**config.mk**
```make
export PLATFORM = sky130hd
export DESIGN_NAME = line_position_pid_from_pixels
export DESIGN_NICKNAME = d
export VERILOG_FILES = /design/src/sv/lpp_pkg.sv /design/src/sv/lpp_ctrl.sv /design/src/sv/lpp_datapath.sv /design/src/sv/line_position_pid_from_pixels.sv
export VERILOG_INCLUDE_DIRS = /design/src /design/src/sv
export SDC_FILE = /design/constraint.sdc
export NUM_CORES = 2
export LEC_CHECK = 0
export BUFFER_PORTS_ARGS = -buffer_cell sky130_fd_sc_hd__clkbuf_2
export CORE_MARGIN = 2
export CORE_UTILIZATION = 55
export DETAILED_ROUTE_END_ITERATION = 10
export PLACE_DENSITY = 0.72
export SLEW_MARGIN = 20
export SYNTH_ARGS = -nofsm -noshare
export SYNTH_HDL_FRONTEND = slang
export SYNTH_HIERARCHICAL = 1
export SYNTH_SLANG_ARGS = --single-unit
```
**constraint.sdc**
```tcl
create_clock -name clk -period 21 [get_ports clk]
set_input_delay 4.2 -clock clk [delete_from_list [all_inputs] [get_ports clk]]
set_output_delay 4.2 -clock clk [all_outputs]
set_load 0.005 [all_outputs]
```
**src/sv/line_position_pid_from_pixels_macros.svh**
```systemverilog
// Assertion macros shared by the line position PID blocks.
`ifndef LINE_POSITION_PID_FROM_PIXELS_MACROS_SVH
`define LINE_POSITION_PID_FROM_PIXELS_MACROS_SVH

// Same-cycle implication, checked on clk, off during rst.
`define LPP_ASSERT_IMP(label, ante, cons, msg) \
  label: assert property (@(posedge clk) disable iff (rst) (ante) |-> (cons)) \
    else $error(msg);

// Next-cycle implication, checked on clk, off during rst.
`define LPP_ASSERT_NEXT(label, ante, cons, msg) \
  label: assert property (@(posedge clk) disable iff (rst) (ante) |=> (cons)) \
    else $error(msg);

`endif

```
**src/sv/lpp_pkg.sv**
```systemverilog
// Types, constants and helpers shared by the line position PID blocks.
package lpp_pkg;

  // Geometry
  localparam int ZONES       = 6;
  localparam int FRAME_WIDTH = 320;
  localparam int BAND_TOP    = 210;
  localparam int BAND_ROWS   = 30;
  localparam int ZONE_EDGE [ZONES] = '{60, 110, 160, 210, 260, FRAME_WIDTH};

  // Field widths
  localparam int COUNT_W  = 11;
  localparam int TOTAL_W  = 14;
  localparam int WPROD_W  = 23;
  localparam int NUM_W    = 26;
  localparam int DIVD_W   = 27;
  localparam int QUO_W    = 12;
  localparam int REM_W    = 15;
  localparam int SUM_W    = 24;
  localparam int DIFF_W   = 13;
  localparam int MULA_W   = 25;
  localparam int MULG_W   = 17;
  localparam int ACC_W    = 42;
  localparam int CFG_W    = 24;
  localparam int CIDX_W   = 3;
  localparam int CNT_W    = 4;

  localparam int ERR_MAX   = 3200;
  localparam int DIV_STEPS = QUO_W;
  localparam int PID_STEPS = 4;
  localparam logic [COUNT_W-1:0] COUNT_MAX = '1;
  localparam logic [SUM_W-1:0]   SUM_MAX   = '1;

  // Register indexes on the config port
  localparam logic [CIDX_W-1:0] REG_LOWER  = 3'd0;
  localparam logic [CIDX_W-1:0] REG_UPPER  = 3'd1;
  localparam logic [CIDX_W-1:0] REG_GAIN_P = 3'd2;
  localparam logic [CIDX_W-1:0] REG_GAIN_I = 3'd3;
  localparam logic [CIDX_W-1:0] REG_GAIN_D = 3'd4;

  localparam logic [CFG_W-1:0] LOWER_RESET  = 24'd0;
  localparam logic [CFG_W-1:0] UPPER_RESET  = 24'd11730553;
  localparam logic [15:0]      GAIN_P_RESET = 16'd6400;
  localparam logic [15:0]      GAIN_I_RESET = 16'd26;
  localparam logic [15:0]      GAIN_D_RESET = 16'd30720;

  typedef enum logic [2:0] {
    ST_IDLE,
    ST_ACCUM,
    ST_SETUP,
    ST_DIVIDE,
    ST_PREP,
    ST_PID,
    ST_FIN
  } state_t;

  typedef enum logic [1:0] {
    SEL_P,
    SEL_I,
    SEL_D
  } pid_sel_t;

  typedef struct packed {
    logic       count_en;
    logic       snap;
    logic       acc_step;
    logic [2:0] acc_idx;
    logic       div_init;
    logic       div_step;
    logic       prep;
    logic       mul_en;
    pid_sel_t   mul_sel;
    logic       acc_clr;
    logic       acc_add;
    logic       out_load;
  } cmd_t;

  typedef struct packed {
    logic total_zero;
    logic out_free;
  } status_t;

  // Zone weight in tenths, offset by 1600 so it is never negative.
  function automatic logic [QUO_W-1:0] zone_weight(input logic [2:0] idx);
    logic [QUO_W-1:0] w;
    case (idx)
      3'd0:    w = 12'd3200;
      3'd1:    w = 12'd2667;
      3'd2:    w = 12'd2133;
      3'd3:    w = 12'd1067;
      3'd4:    w = 12'd533;
      default: w = 12'd0;
    endcase
    return w;
  endfunction

endpackage

```
**src/sv/lpp_ctrl.sv**
```systemverilog
// Frame controller: pixel intake, end-of-frame sequencing, result handoff.
`include "line_position_pid_from_pixels_macros.svh"
module lpp_ctrl (
  input  logic            clk,
  input  logic            rst,
  input  logic            in_valid,
  input  logic            frame_last,
  output logic            in_stall,
  input  lpp_pkg::status_t status,
  output lpp_pkg::cmd_t    cmd
);
  import lpp_pkg::*;

  state_t           state, state_next;
  logic [CNT_W-1:0] cnt, cnt_next;

  always_ff @(posedge clk) begin
    if (rst) begin
      state <= ST_IDLE;
      cnt   <= '0;
    end else begin
      state <= state_next;
      cnt   <= cnt_next;
    end
  end

  always_comb begin
    state_next = state;
    cnt_next   = cnt;
    cmd        = '0;
    in_stall   = 1'b1;
    case (state)
      ST_IDLE: begin
        in_stall = 1'b0;
        if (in_valid) begin
          if (frame_last) begin
            cmd.snap   = 1'b1;
            cnt_next   = '0;
            state_next = ST_ACCUM;
          end else begin
            cmd.count_en = 1'b1;
          end
        end
      end
      ST_ACCUM: begin
        cmd.acc_step = 1'b1;
        cmd.acc_idx  = cnt[2:0];
        if (cnt == CNT_W'(ZONES - 1)) begin
          cnt_next   = '0;
          state_next = ST_SETUP;
        end else begin
          cnt_next = cnt + 1'b1;
        end
      end
      ST_SETUP: begin
        cmd.div_init = 1'b1;
        cnt_next     = '0;
        state_next   = status.total_zero ? ST_FIN : ST_DIVIDE;
      end
      ST_DIVIDE: begin
        cmd.div_step = 1'b1;
        if (cnt == CNT_W'(DIV_STEPS - 1)) begin
          cnt_next   = '0;
          state_next = ST_PREP;
        end else begin
          cnt_next = cnt + 1'b1;
        end
      end
      ST_PREP: begin
        cmd.prep   = 1'b1;
        cnt_next   = '0;
        state_next = ST_PID;
      end
      ST_PID: begin
        // one product per cycle, each registered and then summed into the accumulator
        case (cnt[1:0])
          2'd0: begin
            cmd.mul_en  = 1'b1;
            cmd.mul_sel = SEL_P;
            cmd.acc_clr = 1'b1;
          end
          2'd1: begin
            cmd.mul_en  = 1'b1;
            cmd.mul_sel = SEL_I;
            cmd.acc_add = 1'b1;
          end
          2'd2: begin
            cmd.mul_en  = 1'b1;
            cmd.mul_sel = SEL_D;
            cmd.acc_add = 1'b1;
          end
          default: begin
            cmd.acc_add = 1'b1;
          end
        endcase
        if (cnt == CNT_W'(PID_STEPS - 1)) begin
          cnt_next   = '0;
          state_next = ST_FIN;
        end else begin
          cnt_next = cnt + 1'b1;
        end
      end
      ST_FIN: begin
        if (status.out_free) begin
          cmd.out_load = 1'b1;
          state_next   = ST_IDLE;
        end
      end
      default: begin
        state_next = ST_IDLE;
      end
    endcase
  end

  `LPP_ASSERT_NEXT(a_fin_leaves, state == ST_FIN && status.out_free, state == ST_IDLE, "result load did not return to idle")
  `LPP_ASSERT_IMP(a_div_len, state == ST_DIVIDE, cnt <= CNT_W'(DIV_STEPS - 1), "divide ran past its step count")
  `LPP_ASSERT_NEXT(a_snap_busy, cmd.snap, state == ST_ACCUM && in_stall, "frame end did not start accumulation")

endmodule

```
**src/sv/lpp_datapath.sv**
```systemverilog
// Datapath: pixel match and zone counters, weighted sum, divider, PID, result register.
`include "line_position_pid_from_pixels_macros.svh"
module lpp_datapath (
  input  logic                                clk,
  input  logic                                rst,
  input  lpp_pkg::cmd_t                        cmd,
  output lpp_pkg::status_t                     status,
  input  logic                                cfg_write,
  input  logic [lpp_pkg::CIDX_W-1:0]          cfg_index,
  input  logic [lpp_pkg::CFG_W-1:0]           cfg_data,
  input  logic [7:0]                          hue,
  input  logic [7:0]                          saturation,
  input  logic [7:0]                          brightness,
  input  logic [8:0]                          column,
  input  logic [7:0]                          row,
  output logic                                out_valid,
  input  logic                                out_stall,
  output logic [lpp_pkg::COUNT_W-1:0]         zone0_count,
  output logic [lpp_pkg::COUNT_W-1:0]         zone1_count,
  output logic [lpp_pkg::COUNT_W-1:0]         zone2_count,
  output logic [lpp_pkg::COUNT_W-1:0]         zone3_count,
  output logic [lpp_pkg::COUNT_W-1:0]         zone4_count,
  output logic [lpp_pkg::COUNT_W-1:0]         zone5_count,
  output logic [lpp_pkg::QUO_W-1:0]           line_error,
  output logic signed [31:0]                  drive,
  output logic                                no_line
);
  import lpp_pkg::*;

  // config registers
  logic [CFG_W-1:0] lower_limits, upper_limits;
  logic [15:0]      gain_p, gain_i, gain_d;

  always_ff @(posedge clk) begin
    if (rst) begin
      lower_limits <= LOWER_RESET;
      upper_limits <= UPPER_RESET;
      gain_p       <= GAIN_P_RESET;
      gain_i       <= GAIN_I_RESET;
      gain_d       <= GAIN_D_RESET;
    end else if (cfg_write) begin
      case (cfg_index)
        REG_LOWER:  lower_limits <= cfg_data;
        REG_UPPER:  upper_limits <= cfg_data;
        REG_GAIN_P: gain_p       <= cfg_data[15:0];
        REG_GAIN_I: gain_i       <= cfg_data[15:0];
        REG_GAIN_D: gain_d       <= cfg_data[15:0];
        default: ;
      endcase
    end
  end

  // pixel match
  logic       color_ok, band_ok, pix_match;
  logic [8:0] row_off;

  assign color_ok = hue >= lower_limits[23:16] && hue <= upper_limits[23:16] &&
                    saturation >= lower_limits[15:8] && saturation <= upper_limits[15:8] &&
                    brightness >= lower_limits[7:0] && brightness <= upper_limits[7:0];
  assign row_off   = {1'b0, row} - 9'(BAND_TOP);
  assign band_ok   = {1'b0, row} >= 9'(BAND_TOP) && row_off < 9'(BAND_ROWS);
  assign pix_match = color_ok && band_ok;

  // zone counters, one lane per zone
  logic [COUNT_W-1:0] count     [ZONES];
  logic [COUNT_W-1:0] count_inc [ZONES];
  logic [COUNT_W-1:0] snap      [ZONES];

  for (genvar k = 0; k < ZONES; k++) begin : g_zone
    logic hit;
    if (k == 0) begin : g_first
      assign hit = column < 9'(ZONE_EDGE[0]);
    end else begin : g_rest
      assign hit = column >= 9'(ZONE_EDGE[k-1]) && column < 9'(ZONE_EDGE[k]);
    end
    assign count_inc[k] = (pix_match && hit && count[k] != COUNT_MAX) ?
                          count[k] + 1'b1 : count[k];

    always_ff @(posedge clk) begin
      if (rst) begin
        count[k] <= '0;
      end else if (cmd.snap) begin
        count[k] <= '0;
      end else if (cmd.count_en) begin
        count[k] <= count_inc[k];
      end
    end

    // snapshot rotates once per accumulate step; six steps restore order
    always_ff @(posedge clk) begin
      if (cmd.snap) begin
        snap[k] <= count_inc[k];
      end else if (cmd.acc_step) begin
        snap[k] <= snap[(k + 1) % ZONES];
      end
    end
  end

  // weighted sum and total
  logic [NUM_W-1:0]   num;
  logic [TOTAL_W-1:0] total;
  logic [WPROD_W-1:0] wprod;

  assign wprod = snap[0] * zone_weight(cmd.acc_idx);

  always_ff @(posedge clk) begin
    if (cmd.snap) begin
      num   <= '0;
      total <= '0;
    end else if (cmd.acc_step) begin
      num   <= num + NUM_W'(wprod);
      total <= total + TOTAL_W'(snap[0]);
    end
  end

  // rounded divide: (2*num + total) / (2*total), one quotient bit per cycle
  logic [DIVD_W-1:0]  dividend;
  logic [REM_W-1:0]   rem, dvs;
  logic [QUO_W-1:0]   quo;
  logic [REM_W:0]     trial;
  logic               trial_ge;
  logic               no_line_r;

  assign dividend = {num, 1'b0} + DIVD_W'(total);
  assign trial    = {rem, quo[QUO_W-1]};
  assign trial_ge = trial >= {1'b0, dvs};

  always_ff @(posedge clk) begin
    if (cmd.div_init) begin
      rem       <= dividend[DIVD_W-1:QUO_W];
      quo       <= dividend[QUO_W-1:0];
      dvs       <= {total, 1'b0};
      no_line_r <= total == '0;
    end else if (cmd.div_step) begin
      rem <= trial_ge ? REM_W'(trial - {1'b0, dvs}) : trial[REM_W-1:0];
      quo <= {quo[QUO_W-2:0], trial_ge};
    end
  end

  // PID state update
  logic [QUO_W-1:0]         err, err_c, last_error;
  logic [SUM_W-1:0]         error_sum;
  logic [SUM_W:0]           sum_w;
  logic signed [DIFF_W-1:0] dval;

  assign err_c = (quo > QUO_W'(ERR_MAX)) ? QUO_W'(ERR_MAX) : quo;
  assign sum_w = {1'b0, error_sum} + (SUM_W + 1)'(err_c);

  always_ff @(posedge clk) begin
    if (rst) begin
      error_sum  <= '0;
      last_error <= '0;
    end else if (cmd.prep) begin
      error_sum  <= sum_w[SUM_W] ? SUM_MAX : sum_w[SUM_W-1:0];
      last_error <= err_c;
    end
  end

  always_ff @(posedge clk) begin
    if (cmd.prep) begin
      err  <= err_c;
      dval <= $signed({1'b0, err_c}) - $signed({1'b0, last_error});
    end
  end

  // shared multiplier, product registered before the accumulator
  logic signed [MULA_W-1:0] mul_a;
  logic signed [MULG_W-1:0] mul_g;
  logic signed [ACC_W-1:0]  prod, acc;

  always_comb begin
    case (cmd.mul_sel)
      SEL_P: begin
        mul_a = $signed({{(MULA_W - QUO_W){1'b0}}, err});
        mul_g = $signed({1'b0, gain_p});
      end
      SEL_I: begin
        mul_a = $signed({1'b0, error_sum});
        mul_g = $signed({1'b0, gain_i});
      end
      SEL_D: begin
        mul_a = MULA_W'(dval);
        mul_g = $signed({1'b0, gain_d});
      end
      default: begin
        mul_a = '0;
        mul_g = '0;
      end
    endcase
  end

  always_ff @(posedge clk) begin
    if (cmd.mul_en) begin
      prod <= mul_a * mul_g;
    end
    if (cmd.acc_clr) begin
      acc <= '0;
    end else if (cmd.acc_add) begin
      acc <= acc + prod;
    end
  end

  // divide by 256, halves up, saturate to 32 bits
  localparam logic signed [ACC_W-9:0] DRV_MAX = 34'sd2147483647;
  localparam logic signed [ACC_W-9:0] DRV_MIN = -34'sd2147483648;

  logic signed [ACC_W-1:0] acc_rnd;
  logic signed [ACC_W-9:0] acc_shr;
  logic signed [31:0]      drv_sat;

  assign acc_rnd = acc + ACC_W'(128);
  assign acc_shr = acc_rnd[ACC_W-1:8];

  always_comb begin
    if (acc_shr > DRV_MAX) begin
      drv_sat = 32'sh7FFF_FFFF;
    end else if (acc_shr < DRV_MIN) begin
      drv_sat = 32'sh8000_0000;
    end else begin
      drv_sat = acc_shr[31:0];
    end
  end

  // result register
  always_ff @(posedge clk) begin
    if (rst) begin
      out_valid <= 1'b0;
    end else if (cmd.out_load) begin
      out_valid <= 1'b1;
    end else if (out_valid && !out_stall) begin
      out_valid <= 1'b0;
    end
  end

  always_ff @(posedge clk) begin
    if (cmd.out_load) begin
      zone0_count <= snap[0];
      zone1_count <= snap[1];
      zone2_count <= snap[2];
      zone3_count <= snap[3];
      zone4_count <= snap[4];
      zone5_count <= snap[5];
      line_error  <= no_line_r ? '0 : err;
      drive       <= no_line_r ? '0 : drv_sat;
      no_line     <= no_line_r;
    end
  end

  assign status.total_zero = total == '0;
  assign status.out_free   = !out_valid || !out_stall;

  `LPP_ASSERT_IMP(a_quo_range, cmd.prep, quo <= QUO_W'(ERR_MAX), "line error quotient out of range")
  `LPP_ASSERT_IMP(a_noline_zero, out_valid && no_line, line_error == '0 && drive == '0, "no_line result carries data")
  `LPP_ASSERT_NEXT(a_counts_cleared, cmd.snap, (count[0] | count[1] | count[2] | count[3] | count[4] | count[5]) == '0, "zone counts not cleared at frame end")

endmodule

```
**src/sv/line_position_pid_from_pixels.sv**
```systemverilog
// Top level: line position and PID drive from a stream of HSV pixels.
//
// Input channel (in_valid / in_stall): one HSV pixel per beat with its column
// and row; frame_last marks the last pixel of a frame. Pixels are taken one
// per clock while the block is counting.
// Output channel (out_valid / out_stall): one beat per frame with the six zone
// counts, line_error, drive and no_line.
// End of frame: the frame_last beat is counted, then the end-of-frame pass
// runs the weighted sum (one zone at a time), a setup step, the divider (one
// quotient bit at a time), the PID state update, the products through the
// shared multiplier and the load; when the band is empty it goes from setup
// straight to the load. in_stall is high for that pass.
// The result sits in an output register; new pixels are counted while it
// waits. If it is still stalled at the next frame end, the pass holds in its
// load step, with in_stall high, until the receiver takes it.
// Reset (rst, synchronous): counts, PID integral and previous error clear,
// limits and gains return to their defaults, no result is pending.
// Config: cfg_write with cfg_index 0..4 writes lower_limits, upper_limits,
// gain_p, gain_i, gain_d from cfg_data; other indexes are ignored.
module line_position_pid_from_pixels (
  input  logic                        clk,
  input  logic                        rst,
  input  logic                        cfg_write,
  input  logic [lpp_pkg::CIDX_W-1:0]  cfg_index,
  input  logic [lpp_pkg::CFG_W-1:0]   cfg_data,
  input  logic                        in_valid,
  output logic                        in_stall,
  input  logic [7:0]                  hue,
  input  logic [7:0]                  saturation,
  input  logic [7:0]                  brightness,
  input  logic [8:0]                  column,
  input  logic [7:0]                  row,
  input  logic                        frame_last,
  output logic                        out_valid,
  input  logic                        out_stall,
  output logic [lpp_pkg::COUNT_W-1:0] zone0_count,
  output logic [lpp_pkg::COUNT_W-1:0] zone1_count,
  output logic [lpp_pkg::COUNT_W-1:0] zone2_count,
  output logic [lpp_pkg::COUNT_W-1:0] zone3_count,
  output logic [lpp_pkg::COUNT_W-1:0] zone4_count,
  output logic [lpp_pkg::COUNT_W-1:0] zone5_count,
  output logic [lpp_pkg::QUO_W-1:0]   line_error,
  output logic signed [31:0]          drive,
  output logic                        no_line
);
  import lpp_pkg::*;

  cmd_t    cmd;
  status_t status;

  // sequencing: intake, accumulate, divide, PID, result handoff
  lpp_ctrl u_ctrl (
    .clk        (clk),
    .rst        (rst),
    .in_valid   (in_valid),
    .frame_last (frame_last),
    .in_stall   (in_stall),
    .status     (status),
    .cmd        (cmd)
  );

  // counters, arithmetic and the result register
  lpp_datapath u_dp (
    .clk         (clk),
    .rst         (rst),
    .cmd         (cmd),
    .status      (status),
    .cfg_write   (cfg_write),
    .cfg_index   (cfg_index),
    .cfg_data    (cfg_data),
    .hue         (hue),
    .saturation  (saturation),
    .brightness  (brightness),
    .column      (column),
    .row         (row),
    .out_valid   (out_valid),
    .out_stall   (out_stall),
    .zone0_count (zone0_count),
    .zone1_count (zone1_count),
    .zone2_count (zone2_count),
    .zone3_count (zone3_count),
    .zone4_count (zone4_count),
    .zone5_count (zone5_count),
    .line_error  (line_error),
    .drive       (drive),
    .no_line     (no_line)
  );

endmodule
```
==> results by group <==
Worst setup path
  • CP startpoint: u_ctrl/state[2]$_SDFFE_PP0P_
  • RR Endpoint: u_dp/prod[40]$_DFFE_PP_
  • Most frequent CP cell: fa_1
  • Crit path to: u_dp/prod[40]$_DFFE_PP_
  • Reg2Reg Launch Point: u_ctrl/state[2]$_SDFFE_PP0P_
  • Critical Path RT: 21.36 ns
  • Critical path startpoint category: flip-flop
  • Reg2Reg Depth: 28
  • Slowest stage cell, crit path: and2_0
  • Crit-path max cell delay: 0.89 ns
  • CP endpoint kind: flip-flop
  • Reg-to-reg setup timing slack: 11.06 ns
  • Worst setup path category: reg2reg
  • Arr. time, crit path: around 10 ns
  • Worst Path Max Fanout: 50

Logic synthesis
  • Top cells by area, synth: edfxtp_1 (22%), fa_1 (20%), dfxtp_1 (9.1%)
  • Register area share after synthesis: 30.6%
  • Net Count, Synth: 6192
  • Post-synthesis cell area: 49000 um^2
  • Cell taking the most area after synthesis: edfxtp_1
  • Yosys cell types: 94
  • Ys flop type: edfxtp_1
  • Post-Synthesis Cells: 5283
  • Post-synth top area share: between 20% and 30%
  • Synth async-reset ratio: 0%
  • Post-synth EDFFs: 352
  • Number of synthesized register bits: roughly 570
  • Mean Syn Cell Area: slightly above 9 um^2
  • Synth warnings: 6

Drt
  • Drt wl/cell: about 19 um
  • Residual DRC: 0
  • Total number of vias: 37.7k
  • Antenna-violating nets left: 0
  • DRT iter0 DRCs: 2973
  • Number of vias per cell: approximately 5.7
  • Overall routed net length: 126 mm
  • First-pass iteration count of the detailed router: 8

Clock network
  • CTS tree: built
  • CTS Root Cell: clkbuf_16
  • Post-CTS Resized: 0
  • CTS H-tree lvls: 3
  • Clock Latency Late Sink: 0.64 ns
  • Cts hold-fix bufs: 0
  • Clock Sinks: 574
  • Post-CTS setup buffer count: 0
  • Clk pin slew, worst setup/hold paths: 0.06 ns
  • Num CTS Buffers: 68
  • Clock Tree Buf Depth: 3

Run
  • Total of max-cap violations: 0

Die
  • Core ar.: just under 90000 um^2
  • Die height: between 300 and 400 um
  • Die X: just over 300 um
  • I/O pins: 187
  • Initial Utilization: a little under three fifths
  • Die area: 91600 um^2
  • Row Count: 109

Finish
  • Seq. cell area: between 15000 and 20000 um^2
  • Final Cell Area: 53300 um^2
  • Synthesis-to-layout area growth: 8.68%
  • Fin nets: 6294
  • Commonest non-fill, non-tap cell in the layout: inv_1
  • Filler Cells Inserted: 7484
  • Multi-input logic area: 30200 um^2
  • Layout cell share with drive strength beyond 1: ~7.6%
  • Ant diodes: 0
  • Most frequent cells in the layout: inv_1 (805), nand2_1 (660), fa_1 (495), nor2_1 (471), edfxtp_1 (352)

GRT
  • Grt ovf: 0
  • Total GRT Usage: 27.9%
  • Initial antenna violation count: 3
  • Vias in the first global route: 37.1k
  • Largest net degree at the start of global routing: 101
  • First-pass GRT wire length: around 200 mm

Place
  • Detailed Place HPWL: about 95 mm
  • Placement Cell Area: a little over 50000 um^2
  • Final Wtd Congestion: slightly below 1
  • I/O Buffers: 184
  • Pre-CTS setup slack: 11.27 ns

Timing
  • Clock skew: roughly 0.027 ns
  • Min Hold Slack: 0.452 ns
  • Worst-margin pin slew: between 1 and 1.5 ns
  • RSZ-0062 raised after global routing: false
  • Hold Violations, Final: 0
  • Final Worst Setup Slack: 11.06 ns
  • FMAX: between 0.1 and 0.15 GHz
  • Max_slew headroom: approximately 25%
  • Pins over their slew limit: 0
  • Fin crit period: 9.94 ns
  • Period utilization: 47.3%
  • Setup TNS: 0 ns
  • Final setup violation count: 0

Power and ir drop
  • Pleak: around 24 nW
  • Pwr dens: 76.5 nW/um^2
  • Maximum vdd drop: 0.000124 V
  • Final Power: 0.00408 W

Status
  • Status: complete, no violations

Worst hold path
  • Hold Path Class: reg2reg
## through the flow
step	cells	util (%)
2_1_floorplan	5283	-
3_3_place_gp	6480	57.8
3_5_place_dp	6480	57.8
4_1_cts	6605	60.3
5_1_grt	6605	60.3
6_report	6605	60.3
## layer usage
metal | global-route usage, % | routed length (um) | vias to the layer above
met5 | 0 | 42 | -
met4 | 11.8 | 6030 | 6
met3 | 5.61 | 9830 | 309
met2 | 45.7 | 59300 | 1386
met1 | 36.0 | 51200 | 18294
li1 | - | - | 17660
## power by group
part | internal, W | switching [W]
Clock | 0.000674 | 0.000500
Sequential | 0.00133 | 0.000120
Combinational | 0.000604 | 0.000849
Total | 0.00261 | 0.00147
## layout make-up
class	instances	share of cell area, %
multi-input cells	3693	56.7
flip-flops and latches	574	28.2
inverters	808	5.69
clock buffers	94	3.53
well taps	1165	2.73
repair buffers	240	2.52
clock inverters	31	0.603
## logic make-up after synthesis
family	Yosys count	synth area share (%)
simple gates	1645	15.4
xor+xnor	190	3.39
compound gates	907	11.4
fa+ha+maj	835	28.9
flops	574	30.6
buf+inv	1016	7.88
mux	116	2.39
## flip-flops by register name, indices dropped and copies added, names as in the netlist, 12 cells and up
name and flops:
u_dp/num 26, u_dp/quo 12, u_dp/drive 32, u_dp/snap 66
u_dp/lower_limits 24, u_dp/last_error 12, u_dp/error_sum 24, u_dp/gain_p 16
u_dp/gain_d 16, u_dp/upper_limits 24, u_dp/acc 42, u_dp/count 66
u_dp/prod 42, u_dp/rem 15, u_dp/err 12, u_dp/dvs 14
u_dp/gain_i 16, u_dp/total 14, u_dp/line_error 12, u_dp/dval 13
## synth_stat cells (all sizes together), types with 9 or more instances
| master | number |
|---|---|
| mux2 | 10 |
| nand3 | 82 |
| ha | 340 |
| o211ai | 10 |
| a211oi | 37 |
| edfxtp | 352 |
| fa | 495 |
| o22ai | 9 |
| clkbuf | 177 |
| o21a | 36 |
| inv | 806 |
| o21bai | 22 |
| mux2i | 106 |
| nand4 | 47 |
| a211o | 21 |
| buf | 31 |
| or4 | 14 |
| nor2 | 477 |
| dfxtp | 222 |
| a31oi | 66 |
| o21ai | 206 |
| or3 | 51 |
| nor3 | 37 |
| or2 | 11 |
| nand3b | 20 |
| o31ai | 15 |
| nor4 | 11 |
| xnor2 | 113 |
| and4 | 14 |
| xor2 | 77 |
| a21boi | 18 |
| and3 | 50 |
| nand2 | 661 |
| and2 | 79 |
| a21o | 81 |
| a21oi | 318 |
| nand2b | 29 |
| nor2b | 42 |
## how the worst min path moves through the flow
stage / from / to / cells past startpoint
floorplan: u_dp/snap[5][10]$_DFFE_PP_ / u_dp/zone5_count[10]$_DFFE_PP_ / 0
global placement: u_dp/snap[1][7]$_DFFE_PP_ / u_dp/zone1_count[7]$_DFFE_PP_ / 0
detailed placement: u_dp/snap[4][2]$_DFFE_PP_ / u_dp/zone4_count[2]$_DFFE_PP_ / 0
CTS: u_dp/snap[4][2]$_DFFE_PP_ / u_dp/zone4_count[2]$_DFFE_PP_ / 0
global route: u_dp/gain_i[5]$_SDFFE_PP0P_ / u_dp/gain_i[5]$_SDFFE_PP0P_ / 2
finish: u_dp/snap[4][2]$_DFFE_PP_ / u_dp/zone4_count[2]$_DFFE_PP_ / 0
## worst max-delay path, delay by kind of cell (launching register included)
family	cells	cell delay, ns
DFF	1	0.78
and+or+nand+nor	6	1.86
AOI/OAI and AO/OA	8	2.23
muxes	1	0.17
adders and majority gates	7	3.57
buffers and inverters	5	0.88
xor gates and xnor gates	1	0.11
No activity file was read; power rests on OpenSTA's default activity.
